`src/tccs_pkg.sv`:
```
// Shared types, codes and defaults for the text console cursor/scroll core.
// No dependencies; the front end, queue, back end, top level and bench import this package.
`timescale 1ns / 1ps

package tccs_pkg;

   localparam int SCREEN_WIDTH_DEF  = 80;
   localparam int SCREEN_HEIGHT_DEF = 25;
   localparam int TAB_SPACES_DEF    = 4;
   localparam int QUEUE_DEPTH       = 2;

   localparam int CURSOR_ROW_W = 5;
   localparam int CURSOR_COL_W = 7;
   localparam int CELL_W       = 16;

   localparam logic ACTION_PUT  = 1'b0;
   localparam logic ACTION_READ = 1'b1;

   localparam logic [7:0] CH_NEWLINE   = 8'd10;
   localparam logic [7:0] CH_TAB       = 8'd9;
   localparam logic [7:0] CH_BACKSPACE = 8'd8;
   localparam logic [7:0] CH_SPACE     = 8'd32;
   localparam logic [7:0] COLOR_AT_RESET = 8'd2;

   typedef struct packed {
      logic                    action;
      logic [7:0]              char_code;
      logic [CURSOR_ROW_W-1:0] read_row;
      logic [CURSOR_COL_W-1:0] read_col;
   } req_type;

   typedef struct packed {
      logic [7:0]              cell_char;
      logic [7:0]              cell_color;
      logic [CURSOR_ROW_W-1:0] cursor_row;
      logic [CURSOR_COL_W-1:0] cursor_col;
   } rsp_type;

   typedef struct packed {
      logic [7:0] color;
      logic [7:0] ch;
   } cell_type;

   typedef enum logic [2:0] {
      OP_PLAIN,
      OP_NEWLINE,
      OP_TAB,
      OP_BACKSPACE,
      OP_READ,
      OP_READ_OUT
   } op_kind_type;

   typedef struct packed {
      op_kind_type             kind;
      logic [7:0]              char_code;
      logic [CURSOR_ROW_W-1:0] read_row;
      logic [CURSOR_COL_W-1:0] read_col;
   } op_type;

   typedef struct packed {
      logic empty;
      logic full;
   } queue_status_type;

   typedef enum logic [2:0] {
      ST_CLEAR,
      ST_IDLE,
      ST_EXEC,
      ST_READ,
      ST_SCROLL
   } back_state_type;

endpackage

```
`src/tccs_back.sv`:
```
// Back end: owns the cursor and the row-rotation offset, drives the screen RAM and the result word.
// Depends on tccs_pkg; the screen RAM sits beside it in the top level.
`timescale 1ns / 1ps

module tccs_back
   import tccs_pkg::*;
#(
   parameter int SCREEN_WIDTH  = SCREEN_WIDTH_DEF,
   parameter int SCREEN_HEIGHT = SCREEN_HEIGHT_DEF,
   parameter int TAB_SPACES    = TAB_SPACES_DEF
) (
   input  logic                                   clock,
   input  logic                                   reset,
   input  logic [7:0]                             text_color,
   input  op_type                                 head,
   input  queue_status_type                       q_status,
   output logic                                   pop,
   output logic                                   clearing,
   output logic                                   ram_wr_en,
   output logic [$clog2(SCREEN_WIDTH*SCREEN_HEIGHT)-1:0] ram_wr_addr,
   output logic [CELL_W-1:0]                      ram_wr_data,
   output logic                                   ram_rd_en,
   output logic [$clog2(SCREEN_WIDTH*SCREEN_HEIGHT)-1:0] ram_rd_addr,
   input  logic [CELL_W-1:0]                      ram_rd_data,
   output logic                                   rsp_strobe,
   output rsp_type                                rsp_item
);

   localparam int CELL_COUNT = SCREEN_WIDTH * SCREEN_HEIGHT;
   localparam int ADDR_W     = $clog2(CELL_COUNT);
   localparam int ROW_W      = $clog2(SCREEN_HEIGHT);
   localparam int COL_W      = $clog2(SCREEN_WIDTH);
   localparam int TAB_W      = $clog2(TAB_SPACES + 1);

   back_state_type    state_ff, state_in;
   logic [ROW_W-1:0]  row_ff, row_in;
   logic [COL_W-1:0]  col_ff, col_in;
   logic [ROW_W-1:0]  top_ff, top_in;
   logic [ADDR_W-1:0] sweep_ff, sweep_in;
   logic [TAB_W-1:0]  cnt_ff, cnt_in;
   op_type            op_ff, op_in;
   logic              rsp_valid_ff, rsp_valid_in;
   rsp_type           rsp_ff, rsp_in;

   logic [ROW_W-1:0]  addr_row;
   logic [COL_W-1:0]  addr_col;
   logic [ROW_W:0]    row_sum;
   logic [ROW_W-1:0]  phys_row;
   logic [ADDR_W-1:0] cell_addr;
   logic [ROW_W-1:0]  bs_row;
   logic [COL_W-1:0]  bs_col;
   cell_type          wr_cell;
   logic [7:0]        put_char;
   logic              at_last_col;
   logic              at_last_row;
   logic [ROW_W-1:0]  top_next;

   assign at_last_col = (col_ff == COL_W'(SCREEN_WIDTH - 1));
   assign at_last_row = (row_ff == ROW_W'(SCREEN_HEIGHT - 1));
   assign top_next    = (top_ff == ROW_W'(SCREEN_HEIGHT - 1)) ? '0 : top_ff + 1'b1;
   assign put_char    = (op_ff.kind == OP_TAB) ? CH_SPACE : op_ff.char_code;

   // backspace target: step left, or wrap to the end of the row above, or stay at the origin
   always_comb begin
      bs_row = row_ff;
      bs_col = col_ff;
      if (col_ff != '0) begin
         bs_col = col_ff - 1'b1;
      end else if (row_ff != '0) begin
         bs_row = row_ff - 1'b1;
         bs_col = COL_W'(SCREEN_WIDTH - 1);
      end
   end

   // logical row to physical row through the rotation offset
   always_comb begin
      row_sum = (ROW_W+1)'(addr_row) + (ROW_W+1)'(top_ff);
      if (row_sum >= (ROW_W+1)'(SCREEN_HEIGHT)) begin
         row_sum = row_sum - (ROW_W+1)'(SCREEN_HEIGHT);
      end
      phys_row  = row_sum[ROW_W-1:0];
      cell_addr = ADDR_W'(phys_row) * ADDR_W'(SCREEN_WIDTH) + ADDR_W'(addr_col);
   end

   always_comb begin
      state_in     = state_ff;
      row_in       = row_ff;
      col_in       = col_ff;
      top_in       = top_ff;
      sweep_in     = sweep_ff;
      cnt_in       = cnt_ff;
      op_in        = op_ff;
      rsp_valid_in = 1'b0;
      rsp_in       = rsp_ff;
      pop          = 1'b0;
      ram_wr_en    = 1'b0;
      ram_rd_en    = 1'b0;
      addr_row     = row_ff;
      addr_col     = col_ff;
      wr_cell.color = text_color;
      wr_cell.ch    = CH_SPACE;

      unique case (state_ff)
         ST_CLEAR: begin
            ram_wr_en     = 1'b1;
            wr_cell.color = COLOR_AT_RESET;
            if (sweep_ff == ADDR_W'(CELL_COUNT - 1)) begin
               sweep_in = '0;
               state_in = ST_IDLE;
            end else begin
               sweep_in = sweep_ff + 1'b1;
            end
         end
         ST_IDLE: begin
            if (!q_status.empty) begin
               pop      = 1'b1;
               op_in    = head;
               state_in = ST_EXEC;
               if (head.kind == OP_TAB) begin
                  cnt_in = TAB_W'(TAB_SPACES);
               end else if (head.kind == OP_PLAIN) begin
                  cnt_in = TAB_W'(1);
               end else begin
                  cnt_in = '0;
               end
            end
         end
         ST_EXEC: begin
            unique case (op_ff.kind)
               OP_READ: begin
                  addr_row  = ROW_W'(op_ff.read_row);
                  addr_col  = COL_W'(op_ff.read_col);
                  ram_rd_en = 1'b1;
                  state_in  = ST_READ;
               end
               OP_READ_OUT: begin
                  rsp_valid_in = 1'b1;
                  state_in     = ST_IDLE;
               end
               OP_BACKSPACE: begin
                  addr_row     = bs_row;
                  addr_col     = bs_col;
                  ram_wr_en    = 1'b1;
                  row_in       = bs_row;
                  col_in       = bs_col;
                  rsp_valid_in = 1'b1;
                  state_in     = ST_IDLE;
               end
               OP_NEWLINE: begin
                  col_in = '0;
                  if (at_last_row) begin
                     top_in   = top_next;
                     sweep_in = '0;
                     state_in = ST_SCROLL;
                  end else begin
                     row_in       = row_ff + 1'b1;
                     rsp_valid_in = 1'b1;
                     state_in     = ST_IDLE;
                  end
               end
               OP_PLAIN, OP_TAB: begin
                  ram_wr_en  = 1'b1;
                  wr_cell.ch = put_char;
                  cnt_in     = cnt_ff - 1'b1;
                  if (at_last_col) begin
                     col_in = '0;
                     if (at_last_row) begin
                        top_in   = top_next;
                        sweep_in = '0;
                        state_in = ST_SCROLL;
                     end else begin
                        row_in = row_ff + 1'b1;
                     end
                  end else begin
                     col_in = col_ff + 1'b1;
                  end
                  if (state_in != ST_SCROLL && cnt_ff == TAB_W'(1)) begin
                     rsp_valid_in = 1'b1;
                     state_in     = ST_IDLE;
                  end
               end
               default: begin
                  state_in = ST_IDLE;
               end
            endcase
         end
         ST_READ: begin
            rsp_valid_in = 1'b1;
            state_in     = ST_IDLE;
         end
         ST_SCROLL: begin
            // the new bottom row is the old top row; blank it one cell a cycle
            addr_col  = sweep_ff[COL_W-1:0];
            ram_wr_en = 1'b1;
            if (sweep_ff[COL_W-1:0] == COL_W'(SCREEN_WIDTH - 1)) begin
               sweep_in = '0;
               if (cnt_ff != '0) begin
                  state_in = ST_EXEC;
               end else begin
                  rsp_valid_in = 1'b1;
                  state_in     = ST_IDLE;
               end
            end else begin
               sweep_in = sweep_ff + 1'b1;
            end
         end
         default: begin
            state_in = ST_IDLE;
         end
      endcase

      if (rsp_valid_in) begin
         rsp_in.cursor_row = CURSOR_ROW_W'(row_in);
         rsp_in.cursor_col = CURSOR_COL_W'(col_in);
         if (state_ff == ST_READ) begin
            rsp_in.cell_char  = ram_rd_data[7:0];
            rsp_in.cell_color = ram_rd_data[15:8];
         end else begin
            rsp_in.cell_char  = '0;
            rsp_in.cell_color = '0;
         end
      end
   end

   always_ff @(posedge clock) begin
      if (reset) begin
         state_ff     <= ST_CLEAR;
         row_ff       <= '0;
         col_ff       <= '0;
         top_ff       <= '0;
         sweep_ff     <= '0;
         cnt_ff       <= '0;
         rsp_valid_ff <= 1'b0;
      end else begin
         state_ff     <= state_in;
         row_ff       <= row_in;
         col_ff       <= col_in;
         top_ff       <= top_in;
         sweep_ff     <= sweep_in;
         cnt_ff       <= cnt_in;
         rsp_valid_ff <= rsp_valid_in;
      end
      op_ff  <= op_in;
      rsp_ff <= rsp_in;
   end

   assign clearing    = (state_ff == ST_CLEAR);
   assign ram_wr_addr = clearing ? sweep_ff : cell_addr;
   assign ram_wr_data = wr_cell;
   assign ram_rd_addr = cell_addr;
   assign rsp_strobe  = rsp_valid_ff;
   assign rsp_item    = rsp_ff;

endmodule

```
`config.mk`:
```
export PLATFORM = sky130hd
export DESIGN_NAME = tccs_back
export DESIGN_NICKNAME = d
export VERILOG_FILES = /design/src/tccs_pkg.sv /design/src/tccs_back.sv
export SDC_FILE = /design/constraint.sdc
export NUM_CORES = 1
export LEC_CHECK = 0
export ABC_AREA = 0
export BUFFER_PORTS_ARGS = -buffer_cell sky130_fd_sc_hd__buf_4
export CORE_MARGIN = 2
export CORE_UTILIZATION = 48
export CTS_BUF_LIST = sky130_fd_sc_hd__clkbuf_8
export DETAILED_ROUTE_END_ITERATION = 6
export GPL_TIMING_DRIVEN = 0
export PLACE_DENSITY = 0.75
export SLEW_MARGIN = 20
export SYNTH_ARGS = -nofsm -noshare
export SYNTH_HDL_FRONTEND = slang
export SYNTH_SLANG_ARGS = --single-unit
```
`constraint.sdc`:
```
create_clock -name clock -period 21.4 [get_ports clock]
set_clock_uncertainty 0.1 [all_clocks]
set_input_delay 4.28 -clock clock [delete_from_list [all_inputs] [get_ports clock]]
set_output_delay 4.28 -clock clock [all_outputs]
set_load 0.02 [all_outputs]
```
==> results.yml <==
grt:
  grt_pass1_vias: 4980
  antenna_found_initial: 0
  grt_pass1_wl_mm: 25.05
  grt_max_degree: 30
  gr-total-overflow: 0
  grt_util_all_layers: 0.2504
place:
  port_buffers: 120
  globalplace.congestion: 0.9074
  placedInstanceArea_mm2: 0.006708
  hpwlAfterDp_mm: 11.86
pwr:
  powerDensity_mw_per_mm2: 43.75
  power.leakage_uw: 0.002852
  ir_drop_mv: 0.04390
sta:
  fin_crit_ps: 11180
  slew_viol_final: 0
  tns_ps: 0
  max_freq_ghz: 0.08944
  finalCritPeriodShare: 0.5225
  rsz0062_at_grt: "false"
  slew-limit-headroom: 0.4442
  tightest_slew_ps: 827.3
  hold_violations: 0
  finalSetupViolations: 0
clock_tree:
  cts_tree: "done"
  clockRootBuffer: "clkbuf_8"
  cts.path.max_buffers: 2
  cts_made_buffers: 9
  path_clk_slew_ps: 100
  cts_resized: 0
  clock_sinks: 86
  clk_latency_ps: 400
  postCtsHoldBufs: 0
  htreeDepth: 3
  cts_setup_buffers: 0
worst_setup_path:
  crit_path_max_incr_delay_ps: 520
  worst_ep_required_time_ps: 17020
  r2r_end: "col_ff[4]"
  r2r-start: "col_ff[0]"
  crit_type: "flop to output pin"
  crit_path_start_kind: "flop"
  r2r_cells: 10
  rrSetupSlack_ps: 18420
  crit_start: "op_ff[21]"
  cpMostUsedCell: "ha_1"
  arrival_ps: 6800
  worst-path-max-fanout: 10
  crit_slowest_cell: "fa_1"
  cp-end-kind: "output pin"
finish:
  area_delta_synth_final_pct: 23.22
  drive_above_1_share: 0.2435
  utilization: 0.6048
  finalInstanceArea_mm2: 0.006905
  num_antenna_cells: 0
  nets: 813
logic_synthesis:
  synth.distinct_cells: 77
  syn_area_mm2: 0.005604
  avgSynthCellArea_um2: 9.387
  ys.flop_type: "edfxtp_1"
  yosysMostFrequentCell: "nor2_1"
  ys_seq_elements: 86
  synthesis.nets: 680
  synth_edf_count: 51
  synthArstFlopShare: 0
  syn_inst: 597
  synth_top_area_frac: 0.2733
  ys_top_cells_by_count: "nor2_1, edfxtp_1, nand2_1"
  synth-warning-count: 0
  seq_area_frac_synth: 0.3983
  yosys.area.top_type: "edfxtp_1"
  synthTopCellsByArea: "edfxtp_1, dfxtp_1, ha_1"
drt:
  wirelength_mm: 15.41
  drt_iter0_drc: 433
  drc_errors: 0
  wl_per_cell_um: 17.55
  drtPass1Iterations: 6
  ant_nets: 0
  vias_per_cell: 5.786
  num_vias: 5080
floorplanning:
  ioPinCount: 122
  die_h_um: 112.1
  initial_utilization: 0.4908
  core_mm2: 0.01142
  row_count: 39
  die-area_mm2: 0.01256
  die_w_um: 112.1
hold_path:
  hold_path_depth: 2
  min_path_type: "flop to flop"
  min_from: "cnt_ff[1]"
  holdPathEnd: "cnt_ff[1]"
run:
  cap_viol_max_count: 0
outcome:
  status: "complete, no violations"
[worst max path at each step]
stage	endpoint	slack [ps]	cells after the start
global placement	pop	9410	4
floorplan	pop	10550	2
CTS	ram_wr_addr[10]	10240	26
detailed placement	ram_wr_addr[10]	10720	23
finish	ram_wr_addr[10]	10220	26
global route	ram_wr_addr[10]	9690	26
[cells in the final DEF, fill, tap and decap left out, types with 12 or more instances in the layout]
cell | Yosys | final
nand2b_1 | 17 | 17
buf_4 | 1 | 122
xnor2_1 | 17 | 17
clkbuf_1 | 24 | 24
and2_1 | 32 | 32
nand2_1 | 43 | 43
a31oi_1 | 12 | 12
edfxtp_1 | 51 | 51
inv_1 | 22 | 22
nor3_1 | 19 | 18
ha_1 | 29 | 29
o21ai_0 | 31 | 31
a21oi_1 | 26 | 26
nor2b_1 | 16 | 16
nand3_1 | 15 | 15
dfxtp_1 | 35 | 35
nor2_1 | 56 | 56
[sequential cells by signal, summed over array words and instances (netlist names)]
signal	flops
cnt_ff	3
col_ff	7
op_ff	23
row_ff	5
rsp_item	28
rsp_strobe	1
state_ff	3
sweep_ff	11
top_ff	5
[per-layer routing]
| metal | vias up | part of all wire | track usage |
|---|---|---|---|
| met1 | 2396 | 0.42 | 0.3104 |
| met2 | 223 | 0.48 | 0.4174 |
| met3 | 38 | 0.069 | 0.05238 |
| met5 | - | 0 | 0 |
| met4 | 0 | 0.035 | 0.1236 |
| li1 | 2423 | - | - |
[through the flow]
step | setup slack (ps) | hold slack [ps] | cells | power (uW)
after global placement | 9407 | 375.8 | 860 | 190.3
after CTS | 10240 | 407.9 | 878 | 304.1
after floorplan | 10550 | 360.4 | 597 | 181.9
final | 10220 | 403.1 | 878 | 302.1
after global routing | 9690 | 478.6 | 878 | 310.1
after detailed placement | 10720 | 381.9 | 862 | 190.6
[worst max-delay path, delay by kind of cell (launching register included)]
family | cells | cell delay, ps
and+or+nand+nor | 5 | 770
adders and majority gates | 6 | 1950
AOI/OAI and AO/OA | 7 | 1490
DFF | 1 | 470
xor gates and xnor gates | 2 | 350
muxes | 2 | 650
buffers and inverters | 4 | 730
[power by group]
part	switching (uW)	internal [uW]	total [uW]
clock network	69.3	45.9	115
logic	4.21	7.48	11.7
registers	0.879	174	175
total	74.4	228	302
[cell type report]
| type | instances | area [um2] |
|---|---|---|
| clock buffers | 9 | 123.9 |
| clock inverters | 7 | 72.57 |
| inverters | 22 | 82.58 |
| repair buffers | 122 | 919.6 |
| well taps | 143 | 178.9 |
| fillers | 1010 | 4513 |
| plain buffers | 36 | 170.2 |
| flip-flops and latches | 86 | 2232 |
| multi-input cells | 453 | 3126 |
[cells by family after synthesis]
family | count (synthesis) | share of synthesized area
compound gates | 137 | 0.1737
fa+ha+maj | 32 | 0.07546
buf+inv | 58 | 0.04510
mux | 12 | 0.02210
flops | 86 | 0.3983
xor+xnor | 25 | 0.03907
simple gates | 247 | 0.2463
Power figures use the tool's default switching activity.
