`config.mk`:
```
export PLATFORM = sky130hd
export DESIGN_NAME = tccs_front
export DESIGN_NICKNAME = d
export VERILOG_FILES = /design/src/tccs_pkg.sv /design/src/tccs_front.sv
export SDC_FILE = /design/constraint.sdc
export NUM_CORES = 1
export LEC_CHECK = 0
export BUFFER_PORTS_ARGS = -buffer_cell sky130_fd_sc_hd__buf_2
export CAP_MARGIN = 15
export CELL_PAD_IN_SITES_DETAIL_PLACEMENT = 1
export CELL_PAD_IN_SITES_GLOBAL_PLACEMENT = 2
export CORE_MARGIN = 8
export CORE_UTILIZATION = 29
export CTS_BUF_LIST = sky130_fd_sc_hd__clkbuf_8
export DETAILED_ROUTE_END_ITERATION = 12
export PLACE_DENSITY_LB_ADDON = 0.1
export SYNTH_ARGS = -nofsm -noshare
export SYNTH_HDL_FRONTEND = slang
export SYNTH_SLANG_ARGS = --single-unit
```
`constraint.sdc`:
```
create_clock -name clock -period 5.9 [get_ports clock]
set_clock_uncertainty 0.2 [all_clocks]
set_input_delay 0.59 -clock clock [delete_from_list [all_inputs] [get_ports clock]]
set_output_delay 0.59 -clock clock [all_outputs]
set_load 0.1 [all_outputs]
```
`src/tccs_pkg.sv`:
```
// Shared types, codes and defaults for the text console cursor/scroll core.
// No dependencies; the front end, queue, back end, top level and bench import this package.
`timescale 1ns / 1ps

package tccs_pkg;

   localparam int SCREEN_WIDTH_DEF  = 80;
   localparam int SCREEN_HEIGHT_DEF = 25;
   localparam int TAB_SPACES_DEF    = 4;
   localparam int QUEUE_DEPTH       = 2;

   localparam int CURSOR_ROW_W = 5;
   localparam int CURSOR_COL_W = 7;
   localparam int CELL_W       = 16;

   localparam logic ACTION_PUT  = 1'b0;
   localparam logic ACTION_READ = 1'b1;

   localparam logic [7:0] CH_NEWLINE   = 8'd10;
   localparam logic [7:0] CH_TAB       = 8'd9;
   localparam logic [7:0] CH_BACKSPACE = 8'd8;
   localparam logic [7:0] CH_SPACE     = 8'd32;
   localparam logic [7:0] COLOR_AT_RESET = 8'd2;

   typedef struct packed {
      logic                    action;
      logic [7:0]              char_code;
      logic [CURSOR_ROW_W-1:0] read_row;
      logic [CURSOR_COL_W-1:0] read_col;
   } req_type;

   typedef struct packed {
      logic [7:0]              cell_char;
      logic [7:0]              cell_color;
      logic [CURSOR_ROW_W-1:0] cursor_row;
      logic [CURSOR_COL_W-1:0] cursor_col;
   } rsp_type;

   typedef struct packed {
      logic [7:0] color;
      logic [7:0] ch;
   } cell_type;

   typedef enum logic [2:0] {
      OP_PLAIN,
      OP_NEWLINE,
      OP_TAB,
      OP_BACKSPACE,
      OP_READ,
      OP_READ_OUT
   } op_kind_type;

   typedef struct packed {
      op_kind_type             kind;
      logic [7:0]              char_code;
      logic [CURSOR_ROW_W-1:0] read_row;
      logic [CURSOR_COL_W-1:0] read_col;
   } op_type;

   typedef struct packed {
      logic empty;
      logic full;
   } queue_status_type;

   typedef enum logic [2:0] {
      ST_CLEAR,
      ST_IDLE,
      ST_EXEC,
      ST_READ,
      ST_SCROLL
   } back_state_type;

endpackage

```
`src/tccs_front.sv`:
```
// Front end: takes request words, decodes them into operations and hands them to the queue.
// Depends on tccs_pkg.
`timescale 1ns / 1ps

module tccs_front
   import tccs_pkg::*;
#(
   parameter int SCREEN_WIDTH  = SCREEN_WIDTH_DEF,
   parameter int SCREEN_HEIGHT = SCREEN_HEIGHT_DEF
) (
   input  logic             clock,
   input  logic             reset,
   input  logic             start,
   input  req_type          req_item,
   input  logic             clearing,
   input  queue_status_type q_status,
   output logic             push,
   output op_type           push_op,
   output logic             busy
);

   logic   valid_ff, valid_in;
   op_type op_ff, op_in;
   logic   accept;
   op_type decoded;

   always_comb begin
      decoded.char_code = req_item.char_code;
      decoded.read_row  = req_item.read_row;
      decoded.read_col  = req_item.read_col;
      priority if (req_item.action == ACTION_READ) begin
         if ((16'(req_item.read_row) < 16'(SCREEN_HEIGHT)) &&
             (16'(req_item.read_col) < 16'(SCREEN_WIDTH))) begin
            decoded.kind = OP_READ;
         end else begin
            decoded.kind = OP_READ_OUT;
         end
      end else if (req_item.char_code == CH_NEWLINE) begin
         decoded.kind = OP_NEWLINE;
      end else if (req_item.char_code == CH_TAB) begin
         decoded.kind = OP_TAB;
      end else if (req_item.char_code == CH_BACKSPACE) begin
         decoded.kind = OP_BACKSPACE;
      end else begin
         decoded.kind = OP_PLAIN;
      end
   end

   assign push   = valid_ff && !q_status.full;
   assign busy   = clearing || (valid_ff && q_status.full);
   assign accept = start && !busy;

   always_comb begin
      valid_in = valid_ff;
      op_in    = op_ff;
      if (push) begin
         valid_in = 1'b0;
      end
      if (accept) begin
         valid_in = 1'b1;
         op_in    = decoded;
      end
   end

   always_ff @(posedge clock) begin
      if (reset) begin
         valid_ff <= 1'b0;
      end else begin
         valid_ff <= valid_in;
      end
      op_ff <= op_in;
   end

   assign push_op = op_ff;

endmodule

```
==> impl_metrics.ini, run 1 <==
[synthesis]
synth.yosys.warnings = 0
synth_sequential_area_ratio_pct = 88.9
synth_seq_cells = 24
synth_top_cell_by_area = sky130_fd_sc_hd__edfxtp_1
synthesized_nets = 66
syn_area_per_cell_um2 = 20.5
post_synth_num_cell_types = 14
netlist_instances = 39
top_area_cell_type_share_of_the_netlist_area_pct = 86.4
syn_area_um2 = 800
netlist_top_cells_area = sky130_fd_sc_hd__edfxtp_1 (86%), sky130_fd_sc_hd__dfxtp_1 (2.5%), sky130_fd_sc_hd__nand2b_1 (1.6%)

[clock_network]
cts_setup_buffers = 0
cts_root_buf = sky130_fd_sc_hd__clkbuf_8
clk_pin_slew_worst_paths_ns = 0.07
hold_buffers = 0
cts_max_path_buffers = 2
clock-sinks = 24
cts.repair.resized = 0
clock_insertion_delay_worst_skew_ns = 0.25
cts-htree-levels = 1
cts_tree = done
tritoncts.num_buffers = 3

[sta]
timing.final.max_slew_violations = 0
setup_tns_ns = 0
final_period_minus_worst_setup_slack_ns = 2.07
finalCritPeriodShare_pct = 35.1
rsz0062_at_grt = false
achievable-frequency_ghz = 0.484
setup-violations-final = 0
max_slew.worst_pin.slew_ns = 0.563
worst_hold_margin_ns = 0.276
timing_hold_violations_final = 0
max_slew_margin_pct = 62.4

[floorplanning]
placement_rows = 19
core_area_mm2 = 0.00269
die_outline_height_um = 68.5
die-width_um = 68.5
dieArea_mm2 = 0.00469
top_ports = 52
initial_core_util_pct = 29.8

[global_route]
grt_overflow = 0
number_of_global_route_vias_before_repair = 564
global_route.usage.total_pct = 7.86
grt_start_max_net_pins = 24
antenna_found_initial = 0
grt_pass1_wl_um = 2770

[setup_path]
cpPeakStageDelay_ns = 0.44
critical_path.startpoint_type = input port
critPathSlowestCell = sky130_fd_sc_hd__buf_2
cp_cell_sequence = buf_2 > nand2_1 > nand2b_1 > buf_2
critical_path.max_fanout = 2
timing.setup.critical_path_class = in -> out
cp.required_ns = 5.11
arrival_ns = 1.28
worst_path_most_repeated_cell = sky130_fd_sc_hd__buf_2
worst_path_dominant_cell_family = buffers and inverters
path_buf_inv = 2
worst_setup_path_end_kind = output pin

[final_layout]
area.growth.synth_to_final_pct = 44.0
fin_area_mm2 = 0.00115
most_common_cell_after_layout_fill_and_taps_aside = sky130_fd_sc_hd__buf_2
ant_cells = 0
fin_nets = 122
fin_util_pct = 42.9
drive_above_1_share_pct = 59.6
most_used_cells_in_the_layout_excluding_fill_and_tap_cells = sky130_fd_sc_hd__buf_2 (50), sky130_fd_sc_hd__edfxtp_1 (23), sky130_fd_sc_hd__clkbuf_8 (3)

[place]
numPortBuffers = 50
placer_congestion_estimate = 0.659
place_hpwl_um = 1550
placed_standard_cell_area_mm2 = 0.00109

[detailed_routing]
drt-pass1-iter-count = 2
vias = 548
wl_per_cell_um = 15.0
route.antenna.remaining_nets = 0
finalWirelength_um = 1880
routed_via_density = 4.38
first_iter_violations = 9
post-route-drc-count = 0

[status]
outcome = finished clean

[run]
maxCapViolCount = 0

[pwr]
power.ir.vdd_worst_mv = 0.159
total_leakage_power_nw = 0.482
power_density_mw_per_mm2 = 319

[worst_hold_path]
hold_class = reg -> reg
power by group:
part           switching, mW  internal (mW)
logic                 0.0646         0.0132
registers            0.00154          0.195
clock network         0.0458         0.0463
final timing paths:
path	startpoint	to	slack, ns	cells past startpoint
max	q_status[0]	busy	3.83	4
min	valid_ff	valid_ff	0.28	2
max reg2reg	valid_ff	push_op[15]	4.28	4
min reg2reg	valid_ff	valid_ff	0.28	2
sequential cells by signal, indices dropped and copies added (netlist names):
signal and count:
push_op 23, valid_ff 1
synthesized netlist by cell type:
library cell and number:
sky130_fd_sc_hd__edfxtp_1 23, sky130_fd_sc_hd__nand2_1 2, sky130_fd_sc_hd__nand2b_1 2, sky130_fd_sc_hd__nor2_1 2
sky130_fd_sc_hd__a21oi_1 1, sky130_fd_sc_hd__dfxtp_1 1, sky130_fd_sc_hd__inv_1 1, sky130_fd_sc_hd__nand3_1 1
sky130_fd_sc_hd__nor2b_1 1, sky130_fd_sc_hd__nor3_1 1, sky130_fd_sc_hd__nor3b_1 1, sky130_fd_sc_hd__nor4_2 1
sky130_fd_sc_hd__o211ai_1 1, sky130_fd_sc_hd__o221ai_1 1
cell type report:
type / count / area (µm²)
multi-input combinational: 14 / 87.6
inverter: 1 / 3.75
fill: 294 / 1540
timing repair buffer: 51 / 265
tap: 31 / 38.8
clock inverter: 1 / 3.75
sequential: 24 / 711
clock buffer: 3 / 41.3
per-stage QoR:
stage	power, mW	std cells	setup WS, ns
finish	0.367	125	3.83
global route	0.382	125	3.78
CTS	0.371	124	3.82
detailed placement	0.278	120	3.56
global placement	0.278	120	3.59
floorplan	0.260	39	2.81
cell families (layout without fill, tap and decap cells):
logic type             Yosys count  in the layout  synth area share [%]
AND/OR/NAND/NOR                 11             11                  7.98
buffers and inverters            1             56                 0.469
flip-flops                      24             24                  88.9
AO/OA/AOI/OAI                    3              3                  2.66
per-layer routing:
layer,GRT usage (%),wire length [µm],up-vias
met4,2.30,0,0
met5,0,0,-
met3,4.04,254,0
li1,-,-,261
met2,13.5,965,25
met1,8.25,655,262
worst reg2reg max path: stages, from the launching register on:
cell                       delay [ns]
sky130_fd_sc_hd__dfxtp_1         0.31
sky130_fd_sc_hd__nand2_1         0.07
sky130_fd_sc_hd__nand2b_1        0.08
sky130_fd_sc_hd__nor2_2          0.45
sky130_fd_sc_hd__buf_8           0.23
No activity file was read; power rests on OpenSTA's default activity.
==> run 2: changes to the inputs <==
- CORE_UTILIZATION: 29 -> 24
- clock period: 5.9 -> 1.7 ns (I/O delays scaled with it)
==> run 2 against run 1 <==
  * Sequential power grew to 3.5 times the previous value
  * Critical path depth is 1 lower
  * Core utilization is 0.74 points higher
  * Non-clock buffer count grew 23
  * Largest power group unchanged
==> impl_metrics.ini, run 2 (synthesized netlist as in run 1, its figures left out) <==
[status]
outcome = finished clean

[floorplanning]
initial_core_util_pct = 24.5
die_outline_height_um = 73.7
core_area_mm2 = 0.00326
dieArea_mm2 = 0.00543
placement_rows = 21
die-width_um = 73.7
top_ports = 52

[clock_network]
clk_pin_slew_worst_paths_ns = 0.08
clock-sinks = 24
cts-htree-levels = 1
tritoncts.num_buffers = 3
cts_tree = done
clock_insertion_delay_worst_skew_ns = 0.26
cts_root_buf = sky130_fd_sc_hd__clkbuf_8
cts_max_path_buffers = 2
cts_setup_buffers = 0

[setup_path]
arrival_ns = 1.20
worst_path_dominant_cell_family = buffers and inverters
critical_path.startpoint_type = flop
setup.reg_to_reg.worst_slack_ns = 0.33
path_buf_inv = 1
cp_cell_sequence = nand2_1 > nand2b_4 > buf_2
critical_path.max_fanout = 2
cpPeakStageDelay_ns = 0.42
cp.required_ns = 1.33
critPathSlowestCell = sky130_fd_sc_hd__buf_2
timing.setup.critical_path_class = reg -> out
worst_setup_path_end_kind = output pin

[sta]
final_period_minus_worst_setup_slack_ns = 1.57
timing.final.max_slew_violations = 0
max_slew.worst_pin.slew_ns = 0.499
achievable-frequency_ghz = 0.636
max_slew_margin_pct = 66.9
setup_tns_ns = 0
post-route-worst-setup-slack_ns = 0.128
worst_hold_margin_ns = 0.265
rsz0062_at_grt = false
timing_hold_violations_final = 0
setup-violations-final = 0
finalCritPeriodShare_pct = 92.5

[detailed_routing]
post-route-drc-count = 0
routed_via_density = 3.90
wl_per_cell_um = 13.7
route.antenna.remaining_nets = 0
finalWirelength_um = 2240
first_iter_violations = 26
drt-pass1-iter-count = 2
vias = 636

[place]
placer_congestion_estimate = 0.595
place_ws_ns = 0.406
numPlacedInstances = 136
place_hpwl_um = 1630
numPortBuffers = 50

[global_route]
global_route.usage.total_pct = 8.65
grt_start_max_net_pins = 24
grt_overflow = 0
number_of_global_route_vias_before_repair = 721
grt_pass1_wl_um = 3520
antenna_found_initial = 0

[final_layout]
largest_register_ff_count = 23
multiInputGateArea_um2 = 103
fillers = 365
most_used_cells_in_the_layout_excluding_fill_and_tap_cells = sky130_fd_sc_hd__buf_2 (50), sky130_fd_sc_hd__dlygate4sd3_1 (23), sky130_fd_sc_hd__edfxtp_1 (23), sky130_fd_sc_hd__clkbuf_8 (3), sky130_fd_sc_hd__nand2_1 (2)
regArea_um2 = 711
ant_cells = 0
final_non_filler_cell_total = 163
fin_util_pct = 43.6
drive_above_1_share_pct = 49.6
most_common_cell_after_layout_fill_and_taps_aside = sky130_fd_sc_hd__buf_2
area.growth.synth_to_final_pct = 77.6
fin_nets = 145

[run]
maxCapViolCount = 0

[pwr]
power_density_mw_per_mm2 = 937
total_leakage_power_nw = 0.585
power.ir.vdd_worst_mv = 0.248

[worst_hold_path]
hold_class = in -> reg
[run 2: cell count changes in the layout (fill, tap and decap cells not counted)]
cell                            delta
sky130_fd_sc_hd__dlygate4sd3_1    +23
sky130_fd_sc_hd__buf_12            +1
sky130_fd_sc_hd__buf_8             -1
sky130_fd_sc_hd__clkinv_1          +1
sky130_fd_sc_hd__inv_1             -1
sky130_fd_sc_hd__nand2b_1          -1
sky130_fd_sc_hd__nand2b_4          +1
sky130_fd_sc_hd__nor2_2            -1
sky130_fd_sc_hd__nor2_4            +1
sky130_fd_sc_hd__nor2b_1           -1
sky130_fd_sc_hd__nor2b_2           +1
[run 2: cell type report]
class	instances	area share, %
inverter	1	0.264
tap	46	4.05
clock inverter	1	0.264
sequential	24	50.0
multi-input combinational	14	7.22
clock buffer	3	2.91
timing repair buffer	74	35.2
[run 2: timing repair]
item                      CTS  global route
hold buffers               23             0
hold endpoints to repair   23             0
gates resized for setup     0             0
[run 2: stage by stage]
stage | power [mW] | instance area, µm²
after floorplan | 0.906 | 817
after global placement | 0.975 | 1140
after detailed placement | 0.978 | 1140
after CTS | 1.35 | 1420
after global routing | 1.38 | 1420
final | 1.33 | 1420
[run 2: path summary, 6_finish.rpt]
kind,from,endpoint,cells after the start
worst min-delay path,start,push_op[15],4
worst min register to register,valid_ff,push_op[15],4
worst max-delay path,valid_ff,busy,3
worst max register to register,valid_ff,valid_ff,3
[run 2: power breakdown]
group	leakage, nW	switching (mW)	internal [mW]	total (mW)
clock network	0.0231	0.168	0.161	0.329
logic	0.339	0.234	0.0842	0.319
registers	0.223	0.00577	0.677	0.683
[run 2: per-layer routing]
| metal | wire (µm) | share of wire (%) | global-route usage [%] |
|---|---|---|---|
| met1 | 820 | 37 | 8.60 |
| met2 | 1180 | 53 | 15.0 |
| met3 | 234 | 10 | 4.37 |
| met4 | 6 | 0.27 | 3.33 |
| met5 | 0 | 0 | 0 |
[run 2: tightest hold or removal path, stage by stage]
cell	delay, ns
sky130_fd_sc_hd__buf_2	0.09
sky130_fd_sc_hd__inv_1	0.05
sky130_fd_sc_hd__nor2_4	0.09
sky130_fd_sc_hd__buf_12	0.18
==> run 3: changes to the inputs <==
- ABC_AREA: not set -> 1
==> run 3 against run 2 <==
  * Combinational power is 5% higher
  * Clock-buffer cell count is 1 higher
  * Final area is 7.2% higher
  * Worst hold slack worse by 0.18 ns
  * Core utilization is 1.7 points lower
  * Critical path type unchanged
  * Largest cell class unchanged
==> impl_metrics.ini, run 3 <==
[final_layout]
largest_register_ff_count = 23
most_common_cell_after_layout_fill_and_taps_aside = sky130_fd_sc_hd__buf_2
ant_cells = 0
drive_above_1_share_pct = 46.9
fin_nets = 171
area.growth.synth_to_final_pct = 68.3
most_used_cells_in_the_layout_excluding_fill_and_tap_cells = sky130_fd_sc_hd__buf_2 (50), sky130_fd_sc_hd__edfxtp_1 (23), sky130_fd_sc_hd__dlygate4sd3_1 (22), sky130_fd_sc_hd__nand2_1 (12), sky130_fd_sc_hd__inv_1 (10)
fin_util_pct = 41.9
fillers = 418
final_non_filler_cell_total = 191

[synthesis]
netlist_top_cells_area = sky130_fd_sc_hd__edfxtp_1 (76%), sky130_fd_sc_hd__nand2_1 (5.0%), sky130_fd_sc_hd__inv_1 (4.1%)
synth_ff_type = sky130_fd_sc_hd__edfxtp_1
synth_seq_cells = 24
synth_top_family_by_area = simple AND/OR/NAND/NOR gates
synth.yosys.warnings = 0
xor_xnor_share_of_the_synthesized_area_pct = 0
synth-compound-area-share_pct = 2.21
syn_area_per_cell_um2 = 13.7
netlist_instances = 66
post_synth_num_cell_types = 13
syn_area_um2 = 905
synthesized_nets = 93
synth_sequential_area_ratio_pct = 78.6
synth-edff-count = 23
synth_simple_gate_area_share_pct = 13.0
yosys.area_share.adder_pct = 0
yosys-mux-area-fraction_pct = 0
asyncSetResetFlopFracSynth_pct = 0
synth_top_cell_by_area = sky130_fd_sc_hd__edfxtp_1
top_area_cell_type_share_of_the_netlist_area_pct = 76.3
synth_most_common_cell = sky130_fd_sc_hd__edfxtp_1
synth_top_cells_by_count = sky130_fd_sc_hd__edfxtp_1 (23), sky130_fd_sc_hd__nand2_1 (12), sky130_fd_sc_hd__inv_1 (10), sky130_fd_sc_hd__nand2_2 (5)

[sta]
achievable-frequency_ghz = 0.638
timing_hold_violations_final = 0
timing.final.max_slew_violations = 0
rsz0062_at_grt = false
max_slew.worst_pin.slew_ns = 0.499
setup_tns_ns = 0
post-route-worst-setup-slack_ns = 0.132
finalCritPeriodShare_pct = 92.2
final_period_minus_worst_setup_slack_ns = 1.57
max_slew_margin_pct = 67.0
setup-violations-final = 0

[clock_network]
cts_tree = done
cts_setup_buffers = 0
cts_root_buf = sky130_fd_sc_hd__clkbuf_8
clk_pin_slew_worst_paths_ns = 0.08
tritoncts.num_buffers = 3
cts-htree-levels = 1
clock-sinks = 24
clock_insertion_delay_worst_skew_ns = 0.26
cts_max_path_buffers = 2

[global_route]
grt_pass1_wl_um = 3970
global_route.usage.total_pct = 8.31
grt_start_max_net_pins = 19
number_of_global_route_vias_before_repair = 877
antenna_found_initial = 0
grt_overflow = 0

[floorplanning]
placement_rows = 22
die-width_um = 77.4
core_area_mm2 = 0.00363
die_outline_height_um = 77.4
initial_core_util_pct = 24.9
top_ports = 52
dieArea_mm2 = 0.00599

[detailed_routing]
drt-pass1-iter-count = 2
route.antenna.remaining_nets = 0
routed_via_density = 3.93
wl_per_cell_um = 12.5
finalWirelength_um = 2390
vias = 750
first_iter_violations = 32
post-route-drc-count = 0

[setup_path]
critical_path.startpoint = valid_ff
path_buf_inv = 1
r2r-start = valid_ff
arrival_ns = 1.20
timing.setup.critical_path_class = reg -> out
critical_path.startpoint_type = flop
cpPeakStageDelay_ns = 0.42
cp_cell_sequence = nand2_1 > nand2_4 > buf_2
critical_path.max_fanout = 2
worst_path_dominant_cell_family = buffers and inverters
worst_setup_path_end_kind = output pin
cp.required_ns = 1.33
critPathSlowestCell = sky130_fd_sc_hd__buf_2

[place]
numPlacedInstances = 165
placer_congestion_estimate = 0.680
place_ws_ns = 0.253
numPortBuffers = 50
place_hpwl_um = 1690

[run]
maxCapViolCount = 0

[pwr]
design_power_total_mw = 1.41
power_density_mw_per_mm2 = 924
total_leakage_power_nw = 0.690
power.ir.vdd_worst_mv = 0.337

[worst_hold_path]
hold_path.startpoint = q_status[0]
hold_class = in -> reg

[status]
outcome = finished clean
run 3: changes by cell type in the layout (fill, tap and decap cells not counted), moves of 2 or more:
cell / delta
sky130_fd_sc_hd__inv_2: +3
sky130_fd_sc_hd__nand2_1: +10
sky130_fd_sc_hd__inv_1: +9
sky130_fd_sc_hd__nor2_2: +2
sky130_fd_sc_hd__nand2_2: +4
sky130_fd_sc_hd__o21bai_1: +2
run 3: power breakdown:
group	internal, mW	switching [mW]	total (mW)
Sequential	0.677	0.00565	0.683
Clock	0.207	0.183	0.390
Combinational	0.0867	0.247	0.334
run 3: worst paths after layout:
kind | endpoint | slack, ns | cells after the start
setup / recovery | busy | 0.13 | 3
hold / removal | valid_ff | 0.09 | 5
setup reg to reg | push_op[4] | 0.28 | 4
hold reg to reg | valid_ff | 0.42 | 4
run 3: cell families (layout without fill, tap and decap cells):
group	after synthesis	after routing
DFF	24	24
and+or+nand+nor	24	24
AOI/OAI and AO/OA	3	3
buffers and inverters	15	92
run 3: metrics by stage:
stage                     area (µm²)  hold WS (ns)
after floorplan                  917        0.0689
after global placement          1250         0.148
after detailed placement        1250         0.150
after CTS                       1520        0.0915
after global routing            1520         0.141
final                           1520        0.0879
run 3: worst register-to-register path, delay by kind of cell, from the launching register on:
family | cells | cell delay (ns)
simple gates | 3 | 0.43
flops | 1 | 0.32
buf+inv | 1 | 0.20
run 3: routing by layer:
| metal | part of all wire, % | wire [µm] | GRT usage (%) | vias to the layer above |
|---|---|---|---|---|
| li1 | - | - | - | 366 |
| met3 | 7.1 | 169 | 3.34 | 5 |
| met2 | 51 | 1210 | 14.8 | 32 |
| met5 | 0 | 0 | 0 | - |
| met4 | 1.7 | 41 | 3.96 | 0 |
| met1 | 41 | 971 | 8.23 | 347 |
run 3: final cells by class:
class | count | area [µm²] | area share (%)
inverters | 15 | 56.3 | 3.70
well taps | 48 | 60.1 | 3.94
flip-flops and latches | 24 | 711 | 46.7
clock buffers | 4 | 55.1 | 3.62
multi-input cells | 27 | 150 | 9.86
repair buffers | 73 | 490 | 32.2
run 3: timing repair:
item                      in CTS  in global routing
hold buffers                  22                  0
resized for setup              0                  0
hold endpoints to repair      22                  0
