**config.mk**
```make
export PLATFORM = sky130hd
export DESIGN_NAME = tccs_queue
export DESIGN_NICKNAME = d
export VERILOG_FILES = /design/src/tccs_pkg.sv /design/src/tccs_queue.sv
export SDC_FILE = /design/constraint.sdc
export NUM_CORES = 1
export LEC_CHECK = 0
export ABC_AREA = 1
export BUFFER_PORTS_ARGS = -buffer_cell sky130_fd_sc_hd__buf_2
export CAP_MARGIN = 30
export CORE_MARGIN = 4
export CORE_UTILIZATION = 53
export CTS_BUF_LIST = sky130_fd_sc_hd__clkbuf_8
export CTS_CLUSTER_SIZE = 24
export DETAILED_ROUTE_END_ITERATION = 16
export PLACE_DENSITY = 0.81
export SLEW_MARGIN = 0
export SYNTH_ARGS = -nofsm -noshare
export SYNTH_HDL_FRONTEND = slang
export SYNTH_SLANG_ARGS = --single-unit
```
**constraint.sdc**
```tcl
create_clock -name clock -period 3.4 [get_ports clock]
set_clock_uncertainty 0.05 [all_clocks]
set_input_delay 0.68 -clock clock [delete_from_list [all_inputs] [get_ports clock]]
set_output_delay 0.68 -clock clock [all_outputs]
set_load 0.005 [all_outputs]
```
**src/tccs_pkg.sv**
```systemverilog
// Shared types, codes and defaults for the text console cursor/scroll core.
// No dependencies; the front end, queue, back end, top level and bench import this package.
`timescale 1ns / 1ps

package tccs_pkg;

   localparam int SCREEN_WIDTH_DEF  = 80;
   localparam int SCREEN_HEIGHT_DEF = 25;
   localparam int TAB_SPACES_DEF    = 4;
   localparam int QUEUE_DEPTH       = 2;

   localparam int CURSOR_ROW_W = 5;
   localparam int CURSOR_COL_W = 7;
   localparam int CELL_W       = 16;

   localparam logic ACTION_PUT  = 1'b0;
   localparam logic ACTION_READ = 1'b1;

   localparam logic [7:0] CH_NEWLINE   = 8'd10;
   localparam logic [7:0] CH_TAB       = 8'd9;
   localparam logic [7:0] CH_BACKSPACE = 8'd8;
   localparam logic [7:0] CH_SPACE     = 8'd32;
   localparam logic [7:0] COLOR_AT_RESET = 8'd2;

   typedef struct packed {
      logic                    action;
      logic [7:0]              char_code;
      logic [CURSOR_ROW_W-1:0] read_row;
      logic [CURSOR_COL_W-1:0] read_col;
   } req_type;

   typedef struct packed {
      logic [7:0]              cell_char;
      logic [7:0]              cell_color;
      logic [CURSOR_ROW_W-1:0] cursor_row;
      logic [CURSOR_COL_W-1:0] cursor_col;
   } rsp_type;

   typedef struct packed {
      logic [7:0] color;
      logic [7:0] ch;
   } cell_type;

   typedef enum logic [2:0] {
      OP_PLAIN,
      OP_NEWLINE,
      OP_TAB,
      OP_BACKSPACE,
      OP_READ,
      OP_READ_OUT
   } op_kind_type;

   typedef struct packed {
      op_kind_type             kind;
      logic [7:0]              char_code;
      logic [CURSOR_ROW_W-1:0] read_row;
      logic [CURSOR_COL_W-1:0] read_col;
   } op_type;

   typedef struct packed {
      logic empty;
      logic full;
   } queue_status_type;

   typedef enum logic [2:0] {
      ST_CLEAR,
      ST_IDLE,
      ST_EXEC,
      ST_READ,
      ST_SCROLL
   } back_state_type;

endpackage

```
**src/tccs_queue.sv**
```systemverilog
// Short FIFO of decoded operations between the front end and the back end.
// Depends on tccs_pkg.
`timescale 1ns / 1ps

module tccs_queue
   import tccs_pkg::*;
#(
   parameter int DEPTH = QUEUE_DEPTH
) (
   input  logic             clock,
   input  logic             reset,
   input  logic             push,
   input  op_type           push_op,
   input  logic             pop,
   output op_type           head,
   output queue_status_type q_status
);

   localparam int PTR_W = $clog2(DEPTH);
   localparam int CNT_W = $clog2(DEPTH + 1);

   op_type             entry_ff [DEPTH];
   logic [PTR_W-1:0]   wr_ptr_ff, wr_ptr_in;
   logic [PTR_W-1:0]   rd_ptr_ff, rd_ptr_in;
   logic [CNT_W-1:0]   count_ff, count_in;
   logic               do_push, do_pop;

   assign q_status.empty = (count_ff == '0);
   assign q_status.full  = (count_ff == CNT_W'(DEPTH));
   assign do_push = push && !q_status.full;
   assign do_pop  = pop && !q_status.empty;
   assign head    = entry_ff[rd_ptr_ff];

   always_comb begin
      wr_ptr_in = wr_ptr_ff;
      rd_ptr_in = rd_ptr_ff;
      count_in  = count_ff;
      if (do_push) begin
         wr_ptr_in = (wr_ptr_ff == PTR_W'(DEPTH - 1)) ? '0 : wr_ptr_ff + 1'b1;
      end
      if (do_pop) begin
         rd_ptr_in = (rd_ptr_ff == PTR_W'(DEPTH - 1)) ? '0 : rd_ptr_ff + 1'b1;
      end
      if (do_push && !do_pop) begin
         count_in = count_ff + 1'b1;
      end else if (do_pop && !do_push) begin
         count_in = count_ff - 1'b1;
      end
   end

   always_ff @(posedge clock) begin
      if (reset) begin
         wr_ptr_ff <= '0;
         rd_ptr_ff <= '0;
         count_ff  <= '0;
      end else begin
         wr_ptr_ff <= wr_ptr_in;
         rd_ptr_ff <= rd_ptr_in;
         count_ff  <= count_in;
      end
      if (do_push) begin
         entry_ff[wr_ptr_ff] <= push_op;
      end
   end

endmodule

```
==> results of run 1 <==
[power by group]
group	switching [W]	leakage (nW)	internal [W]
Clock	0.000195	0.0408	0.000147
Combinational	0.000203	0.387	0.000193
Sequential	0.0000359	0.470	0.000793
Total	0.000433	0.899	0.00113
[metal layers]
layer | wire length, um | track usage, %
met5 | 0 | 0
met4 | 25 | 5.96
met3 | 273 | 7.55
met2 | 1670 | 27.7
met1 | 1160 | 14.5
[flip-flops by register name, indices dropped and copies added (netlist names), named ones only]
signal     flops
rd_ptr_ff      1
wr_ptr_ff      1
entry_ff      46
count_ff       2
[worst max-delay path by stage]
stage,startpoint,to,slack (ns),depth (start not counted)
floorplan,push,entry_ff[1][0]$_DFFE_PP_,1.21,2
global placement,push,entry_ff[0][8]$_DFFE_PP_,1.57,4
detailed placement,push,entry_ff[0][1]$_DFFE_PP_,1.53,4
CTS,flop,head[2],1.20,3
global route,flop,head[2],1.15,3
finish,flop,head[2],1.23,3
[Yosys cell counts, types with 2 or more instances]
cell type,instances,area (um2)
buf_6,2,22.5
dfxtp_1,5,100
edfxtp_1,46,1380
inv_1,8,30.0
mux2_2,23,259
nand2_1,3,11.3
nor2_1,9,33.8
o21ai_0,3,15.0
o21ai_2,2,17.5
[worst max-delay path: stages (launching register included)]
cell     delay (ns)
dfxtp_1        0.31
buf_4          0.29
mux2_2         0.39
buf_2          0.13
[cells in the final DEF (no fill, tap or decap)]
master / Yosys / routed
mux2_2: 23 / 23
dfxtp_1: 5 / 5
o21ai_2: 2 / 2
buf_2: 0 / 51
nand2_1: 3 / 3
clkbuf_8: 0 / 5
edfxtp_1: 46 / 46
a21oi_1: 1 / 1
clkinvlp_4: 0 / 2
nor2_2: 0 / 2
nand2_2: 1 / 1
inv_6: 0 / 1
buf_4: 0 / 3
o21ai_0: 3 / 3
nand4_1: 1 / 1
inv_2: 1 / 1
nand3_1: 1 / 1
inv_1: 8 / 8
ha_1: 1 / 1
nor2_1: 9 / 7
and2_1: 1 / 1
[per-stage QoR]
stage	setup WS, ns	instances
detailed placement	1.53	206
global route	1.15	214
CTS	1.20	214
finish	1.23	214
floorplan	1.21	108
global placement	1.57	206
[cell families after synthesis]
family / after synthesis / share of synthesized area (%)
AND/OR/NAND/NOR: 16 / 3.59
buffers and inverters: 11 / 2.94
AO/OA/AOI/OAI: 6 / 1.96
adder cells (fa/ha/maj): 1 / 0.653
multiplexers: 23 / 13.5
flip-flops: 51 / 77.3
[cell type report]
cell class	count	area (um2)	area share, %
tap	46	57.6	2.47
timing repair buffer	54	278	11.9
multi-input combinational	46	383	16.5
clock buffer	5	68.8	2.96
inverter	9	33.8	1.45
sequential	51	1480	63.7
clock inverter	3	23.8	1.02
==> run summary, run 1 <==
Status -> completed
Remaining DRCs -> 0
DIE WIDTH -> 68.1 um
Tot GR Track Use -> 15.3%
Total Wirelength -> 3120 um
Nets -> 195
ANT nets after route -> 0
Min-delay src -> wr_ptr_ff$_SDFFE_PP0P_
Post-route cell area -> 2330 um2
Final hold slack -> 0.471 ns
CTS sink count -> 51
Hold Crit Class -> flop to flop
Die Y -> 68.1 um
Total grt overflow -> 0
Gpl congestion -> 0.646
Cts hold-fix bufs -> 0
# port buffers -> 51
Pre-antenna DRT Iters -> 4
Post-synth ARST share -> 0%
Setup violators final -> 0
Hold Path Depth -> 2
Longest Clk Path Bufs -> 2
PD cells -> 674 nW/um2
Synthesized Nets -> 136
Final hold viol count -> 0
I/O Pins -> 52
Pwr Total -> 0.00157 W
Arrival @ worst endpoint -> 1.44 ns
CTS tree -> yes
Clk slew on worst S/H paths -> 0.09 ns
CP endpoint kind -> output pin
Initial antenna violation count -> 0
Slew headroom -> 75.9%
R2R Path Start -> count_ff[1]$_SDFFE_PP0P_
Placed Area -> 2230 um2
Fmax -> 462 MHz
Layout cells sized above 1 -> 54.2%
Worst-margin pin slew -> 0.361 ns
Reg2reg path depth -> 8
Yosys cell types -> 16
IR drop worst, VDD -> 0.408 mV
Die area -> 4640 um2
Tmin final -> 2.17 ns
CTS H-tree depth -> 2
CTS buffer count -> 5
Post-synthesis sequential element count -> 51
Slew Viols, Final -> 0
Synth warnings -> 0
Hold worst-path end -> wr_ptr_ff$_SDFFE_PP0P_
Area of the core region -> 3420 um2
R2R Path End -> count_ff[1]$_SDFFE_PP0P_
Worst path required time -> 2.67 ns
Area delta synth->final -> 21.4%
Leakage -> 0.899 nW
Initial core utilization -> 56.1%
RSZ-0062 raised after global routing -> false
Pin count of the biggest net entering global routing -> 24
N_diodes -> 0
Critical path peak fanout -> 23
CTS Root Cell -> clkbuf_8
Worst reg2reg setup slack -> 1.79 ns
Via count -> 1052
Worst skew pair latency -> 0.30 ns
Sequential area share after synthesis -> 77.3%
Tcrit/Tclk final -> 63.7%
Vias in the first global route -> 1127
Post-layout util -> 68.1%
Synth Flop Type -> edfxtp_1
Max-cap violations -> 0
TNS Setup -> 0 ns
Setup Buffers After CTS -> 0
Crit path launch type -> flop
Row count -> 21
Fillers -> 257
Routed vias/inst -> 4.92
First-pass GRT wire length -> 4930 um
WS Path Type -> flop to output pin
Cts repair resizes -> 0
WL/cell -> 14.6 um
Mean Syn Cell Area -> 17.7 um2
Initial DRC count -> 30
DP Wirelength -> 2250 um
Cell Area, Synth -> 1920 um2
Synth Instances -> 108
Post-synth EDFFs -> 46
No activity file was read; power rests on OpenSTA's default activity.
==> inputs of run 2 (changes only) <==
- clock period: 3.4 -> 2.2 ns (I/O delays scaled with it)
==> run 2 against run 1 <==
  * Cell count rose by 0.47%
  * Utilization rose by 1.5 points
  * Die area did not move
  * Largest power group unchanged
==> run summary, run 2 (same netlist as run 1, synthesis figures left out) <==
Die area -> 4640 um2 (unchanged)
Area delta synth->final -> 24.2%
Met2 wire length -> 1510 um (-9.5%)
Slew Viols, Final -> 0 (unchanged)
CP cell instances -> buf_4 > mux2_2 > buf_2
CTS tree -> yes
Max-cap violations -> 0 (unchanged)
ANT nets after route -> 0 (unchanged)
Pre-antenna DRT Iters -> 4 (unchanged)
Tot GR Track Use -> 14.6% (-0.64 points)
Nets -> 196 (+0.51%)
CP endpoint kind -> output pin
Via count -> 1048 (-0.38%)
Most common cell after layout, fill and taps aside -> buf_2
Slew headroom -> 71.5% (-4.5 points)
N_diodes -> 0 (unchanged)
Clk slew on worst S/H paths -> 0.09 ns (about the same)
Tmin final -> 1.81 ns
Area of the core region -> 3420 um2 (unchanged)
RSZ-0062 raised after global routing -> false
CP top delay family -> multiplexers
IR drop worst, VDD -> 0.750 mV (+84%)
Arrival @ worst endpoint -> 1.32 ns (-0.12 ns)
CTS buffer count -> 5 (unchanged)
Register with the most flip-flops -> entry_ff
Initial DRC count -> 46 (+53%)
Remaining DRCs -> 0 (unchanged)
Leakage -> 0.928 nW (+3.3%)
Slowest-stage cell, CP -> mux2_2
CP Buf/Inv Count -> 2 (unchanged)
Setup Buffers After CTS -> 0 (unchanged)
Initial core utilization -> 56.1% (unchanged)
CTS sink count -> 51 (unchanged)
DR top layer -> met4
Tcrit/Tclk final -> 82.4%
WL/cell -> 14.2 um (-2.6%)
Vias in the first global route -> 1054 (-6.5%)
Status -> completed
Total Wirelength -> 3060 um (-2.1%)
Total grt overflow -> 0 (unchanged)
PD cells -> 1070 nW/um2 (+59%)
Slowest stage delay, CP -> 0.36 ns (-0.03 ns)
Initial antenna violation count -> 0 (unchanged)
I/O Pins -> 52 (unchanged)
Crit path launch type -> flop
Routed vias/inst -> 4.87 (-0.84%)
Cts repair resizes -> 0 (unchanged)
First-pass GRT wire length -> 4820 um (-2.1%)
TNS Setup -> 0 ns (unchanged)
Critical path peak fanout -> 12 (-48%)
Final hold viol count -> 0 (unchanged)
Largest regs -> entry_ff x46, count_ff x2
WL met3 -> 189 um (-31%)
DP Wirelength -> 2250 um (-0.26%)
Worst skew pair latency -> 0.29 ns (about the same)
CTS H-tree depth -> 2 (unchanged)
Cts hold-fix bufs -> 0 (unchanged)
# port buffers -> 51 (unchanged)
Commonest cells after routing, fill and taps aside -> buf_2 (51), edfxtp_1 (46), mux2_2 (23)
Max reg flops -> 46 (unchanged)
DIE WIDTH -> 68.1 um (unchanged)
Fmax -> 551 MHz
Setup violators final -> 0 (unchanged)
Die Y -> 68.1 um (unchanged)
Worst path required time -> 1.71 ns (-0.96 ns)
Hold Crit Class -> input port to flop
WS Path Type -> flop to output pin
Post-layout util -> 69.6% (+1.5 points)
Layout cells sized above 1 -> 54.4% (+0.27 points)
Row count -> 21 (unchanged)
Pin count of the biggest net entering global routing -> 18 (-25%)
CTS Root Cell -> clkbuf_8
Worst-margin pin slew -> 0.428 ns (+0.0671 ns)
Wire length on met1 -> 1330 um (+15%)
Gpl congestion -> 0.648 (+0.28%)
Longest Clk Path Bufs -> 2 (unchanged)
## run 2: cell count changes in the layout (fill, tap and decap cells not counted)
cell	delta
buf_4	-1
clkinv_2	+1
clkinv_4	+1
inv_6	-1
buf_12	+2
clkinvlp_4	-2
bufinv_16	+1
## run 2: cell type report
type / instances / area, um2
Sequential cell: 51 / 1480
Fill cell: 250 / 1040
Multi-Input combinational cell: 46 / 383
Timing Repair Buffer: 55 / 310
Clock buffer: 5 / 68.8
Tap cell: 46 / 57.6
Clock inverter: 3 / 43.8
Inverter: 9 / 33.8
## run 2: worst reg2reg max path: cells and delay by family, from the launching register on
family,cells,cell delay [ns]
compound gates,1,0.23
fa+ha+maj,1,0.32
buf+inv,4,0.32
flops,1,0.40
simple gates,3,0.22
## run 2: metrics by stage
step           power (W)  cell area, um2  hold slack, ns  setup slack, ns  std cells
2_1_floorplan    0.00169            1920           0.425            0.226        108
3_3_place_gp     0.00193            2270           0.451            0.676        207
3_5_place_dp     0.00196            2270           0.469            0.628        207
4_1_cts          0.00257            2380           0.268            0.359        215
5_1_grt          0.00270            2380           0.258            0.316        215
6_report         0.00254            2380           0.277            0.387        215
## run 2: report_power, final
group / internal [W] / switching [W]
clock: 0.000338 / 0.000280
sequential: 0.00123 / 0.0000557
combinational: 0.000324 / 0.000318
total: 0.00189 / 0.000653
## run 2: worst paths after layout
path | startpoint | to | slack (ns) | cells past startpoint
min | push_op[3] | entry_ff[0][3]$_DFFE_PP_ | 0.28 | 1
min reg2reg | wr_ptr_ff$_SDFFE_PP0P_ | wr_ptr_ff$_SDFFE_PP0P_ | 0.49 | 2
max reg2reg | count_ff[1]$_SDFFE_PP0P_ | count_ff[1]$_SDFFE_PP0P_ | 0.60 | 9
max | flop | head[1] | 0.39 | 3
## run 2: layer usage
| metal | track usage [%] | vias up |
|---|---|---|
| met3 | 5.42 | 4 |
| met5 | 0 | - |
| met2 | 24.3 | 31 |
| met1 | 18.5 | 498 |
| li1 | - | 515 |
| met4 | 2.73 | 0 |
==> inputs of run 3 (changes only) <==
- ABC_AREA: 1 -> 0
- CORE_UTILIZATION: 53 -> 48
- PLACE_DENSITY: 0.81 -> 0.77
- clock period: 2.2 -> 1.5 ns (I/O delays scaled with it)
==> run 3 against run 2 <==
  * The flow now finishes with violations (setup timing)
  * Global-route usage down 0.44 points
  * Cell count is 0.93% lower
  * Cell area grew 15%
  * Clock power is 75% higher
  * Utilization increased by 3.9 points
  * Die area grew 6.8%
  * Count of clock-buffer cells in the layout unchanged
  * Critical endpoint is now head[10]
  * Largest cell class unchanged
==> run summary, run 3 <==
Status -> finished with violations
Violated checks -> setup timing
Vias in the first global route -> 1199 (+14%)
Fmax -> 606 MHz
Tcrit/Tclk final -> 110%
Flop pwr share -> 40.9% (-9.5 points)
Post-synth EDFFs -> 46 (unchanged)
RSZ-0062 raised after global routing -> true
Leakage -> 1.09 nW (+17%)
CTS tree -> yes
Row count -> 22 (+4.8%)
I/O Pins -> 52 (unchanged)
Longest Clk Path Bufs -> 2 (unchanged)
Nets -> 192 (-2.0%)
Pre-antenna DRT Iters -> 4 (unchanged)
PD cells -> 1700 nW/um2 (+59%)
Max reg flops -> 46 (unchanged)
Largest regs -> entry_ff x46, count_ff x2
Layout cells sized above 1 -> 62.4% (+8.0 points)
Area of the core region -> 3720 um2 (+8.8%)
Worst skew pair latency -> 0.29 ns (about the same)
Commonest cells after routing, fill and taps aside -> edfxtp_1 (46), buf_2 (30), mux2_4 (23)
Area delta synth->final -> 46.3%
Setup violators final -> 23 (+23)
Post-synth top area share -> 73.9% (+1.8 points)
Tmin final -> 1.65 ns
Routed vias/inst -> 5.01 (+2.8%)
DIE WIDTH -> 70.4 um (+3.3%)
Largest area contributor in the netlist -> edfxtp_1
CP cell instances -> clkbuf_16 > mux2_4 > buf_6
CTS H-tree depth -> 2 (unchanged)
Arrival @ worst endpoint -> 1.30 ns (-0.02 ns)
Total Wirelength -> 3430 um (+12%)
Critical path peak fanout -> 5 (-7)
TNS Setup -> -3.18 ns (-3.18 ns)
Pint -> 0.00352 W (+87%)
Post-layout util -> 73.6% (+3.9 points)
Final hold viol count -> 0 (unchanged)
CP endpoint kind -> output pin
Final setup margin -> -0.151 ns (-0.537 ns)
Pin count of the biggest net entering global routing -> 17 (-1)
Gpl congestion -> 0.721 (+11%)
Mean Syn Cell Area -> 19.5 um2 (+9.7%)
Post-synthesis sequential element count -> 51 (unchanged)
Most frequent cell after synthesis -> edfxtp_1
Die Y -> 70.4 um (+3.3%)
Post-synth top cells -> edfxtp_1 (46), mux2_2 (23), dfxtp_1 (5), nor2_1 (5)
Crit path launch type -> flop
Hold Crit Class -> input port to flop
Cts hold-fix bufs -> 0 (unchanged)
Cell Area, Synth -> 1870 um2 (-2.5%)
Synth Instances -> 96 (-11%)
Register with the most flip-flops -> entry_ff
Clk pwr share -> 23.3% (-1.0 points)
Sequential area share after synthesis -> 79.3% (+2.0 points)
Initial DRC count -> 65 (+41%)
Yosys cell types -> 13 (-3)
CTS Root Cell -> clkbuf_8
ANT nets after route -> 0 (unchanged)
N_diodes -> 0 (unchanged)
Ranking of synthesized cells by area -> edfxtp_1 (74%), mux2_2 (14%), dfxtp_1 (5.4%)
Net switching share of the total power -> 24.3% (-1.4 points)
# port buffers -> 51 (unchanged)
Total grt overflow -> 0 (unchanged)
Gate power share -> 35.8% (+10 points)
First-pass GRT wire length -> 5430 um (+13%)
WL/cell -> 16.1 um (+13%)
CTS buffer count -> 5 (unchanged)
Worst-margin pin slew -> 0.209 ns (-0.219 ns)
Placed Area -> 2290 um2 (+1.2%)
Initial antenna violation count -> 0 (unchanged)
IR drop worst, VDD -> 1.20 mV (+59%)
Synth warnings -> 0 (unchanged)
WS Path Type -> flop to output pin
Worst path required time -> 1.15 ns (-0.56 ns)
Remaining DRCs -> 0 (unchanged)
Max-cap violations -> 0 (unchanged)
DP Wirelength -> 2230 um (-0.79%)
NetSw -> 0.00113 W (+73%)
Post-synth ARST share -> 0% (unchanged)
Synthesized Nets -> 124 (-8.8%)
Slew headroom -> 86.0% (+15 points)
Post-route cell area -> 2730 um2 (+15%)
Pre-CTS setup slack -> -0.115 ns (-0.743 ns)
Synth Flop Type -> edfxtp_1
Slew Viols, Final -> 0 (unchanged)
Slowest-stage cell, CP -> dfxtp_4
Slowest stage delay, CP -> 0.42 ns (+0.06 ns)
CTS sink count -> 51 (unchanged)
Tot GR Track Use -> 14.2% (-0.44 points)
Clk slew on worst S/H paths -> 0.09 ns (about the same)
Via count -> 1067 (+1.8%)
Initial core utilization -> 50.3% (-5.8 points)
Most common cell after layout, fill and taps aside -> edfxtp_1
Die area -> 4950 um2 (+6.8%)
==> run 3: cell types whose count changed after synthesis, sizes merged, moves of 2 or more <==
cell,before,now
o21ai,5,3
or3,0,2
nor2,9,5
xor2,0,3
inv,9,2
nand2,4,0
==> run 3: final cells by class <==
cell class / count / area [um2]
clock inverters: 3 / 67.6
clock buffers: 5 / 68.8
repair buffers: 63 / 567
multi-input cells: 41 / 472
inverters: 2 / 11.3
well taps: 48 / 60.1
fillers: 234 / 982
flip-flops and latches: 51 / 1490
==> run 3: stage by stage <==
step	hold slack, ns	total power (W)	std cells
after CTS	0.130	0.00431	212
after global routing	0.117	0.00488	213
after detailed placement	0.442	0.00299	201
after global placement	0.433	0.00294	201
final	0.138	0.00465	213
after floorplan	0.319	0.00247	96
==> run 3: layer usage <==
metal	up-vias	GRT usage, %	wire length [um]
met2	36	25.6	1870
met3	11	4.89	201
met1	519	15.0	1290
li1	501	-	-
met4	0	5.53	73
met5	-	0	0
==> run 3: path summary, 6_finish.rpt <==
kind	startpoint	end	slack (ns)	depth (start not counted)
hold reg to reg	wr_ptr_ff$_SDFFE_PP0P_	wr_ptr_ff$_SDFFE_PP0P_	0.47	2
setup / recovery	flop	head[10]	-0.15	3
setup reg to reg	count_ff[1]$_SDFFE_PP0P_	count_ff[1]$_SDFFE_PP0P_	0.04	6
hold / removal	push_op[10]	entry_ff[1][10]$_DFFE_PP_	0.14	1
==> run 3: what timing repair did <==
item,in CTS,in global routing
pin swaps,1,1
gates resized for setup,24,35
cloned,1,1
buffers inserted,2,0
setup endpoints to repair,24,24
==> run 3: critical path: cells and delay by family, from the launching register on <==
| kind | cells | cell delay (ns) |
|---|---|---|
| mux | 1 | 0.30 |
| buf+inv | 2 | 0.29 |
| flops | 1 | 0.42 |
==> run 3: cell families after synthesis <==
logic type,share of synthesized area (%)
XOR/XNOR,1.41
AND/OR/NAND/NOR,2.48
multiplexers,13.9
adder cells (fa/ha/maj),0.670
flip-flops,79.3
buffers and inverters,0.938
AO/OA/AOI/OAI,1.34
==> run 3: power groups by stage <==
stage	combinational, W	sequential [W]	clock [W]
floorplan	0.000584	0.00188	0
global placement	0.00106	0.00187	0
detailed placement	0.00110	0.00189	0
CTS	0.00133	0.00188	0.00110
global route	0.00178	0.00193	0.00118
finish	0.00166	0.00190	0.00108
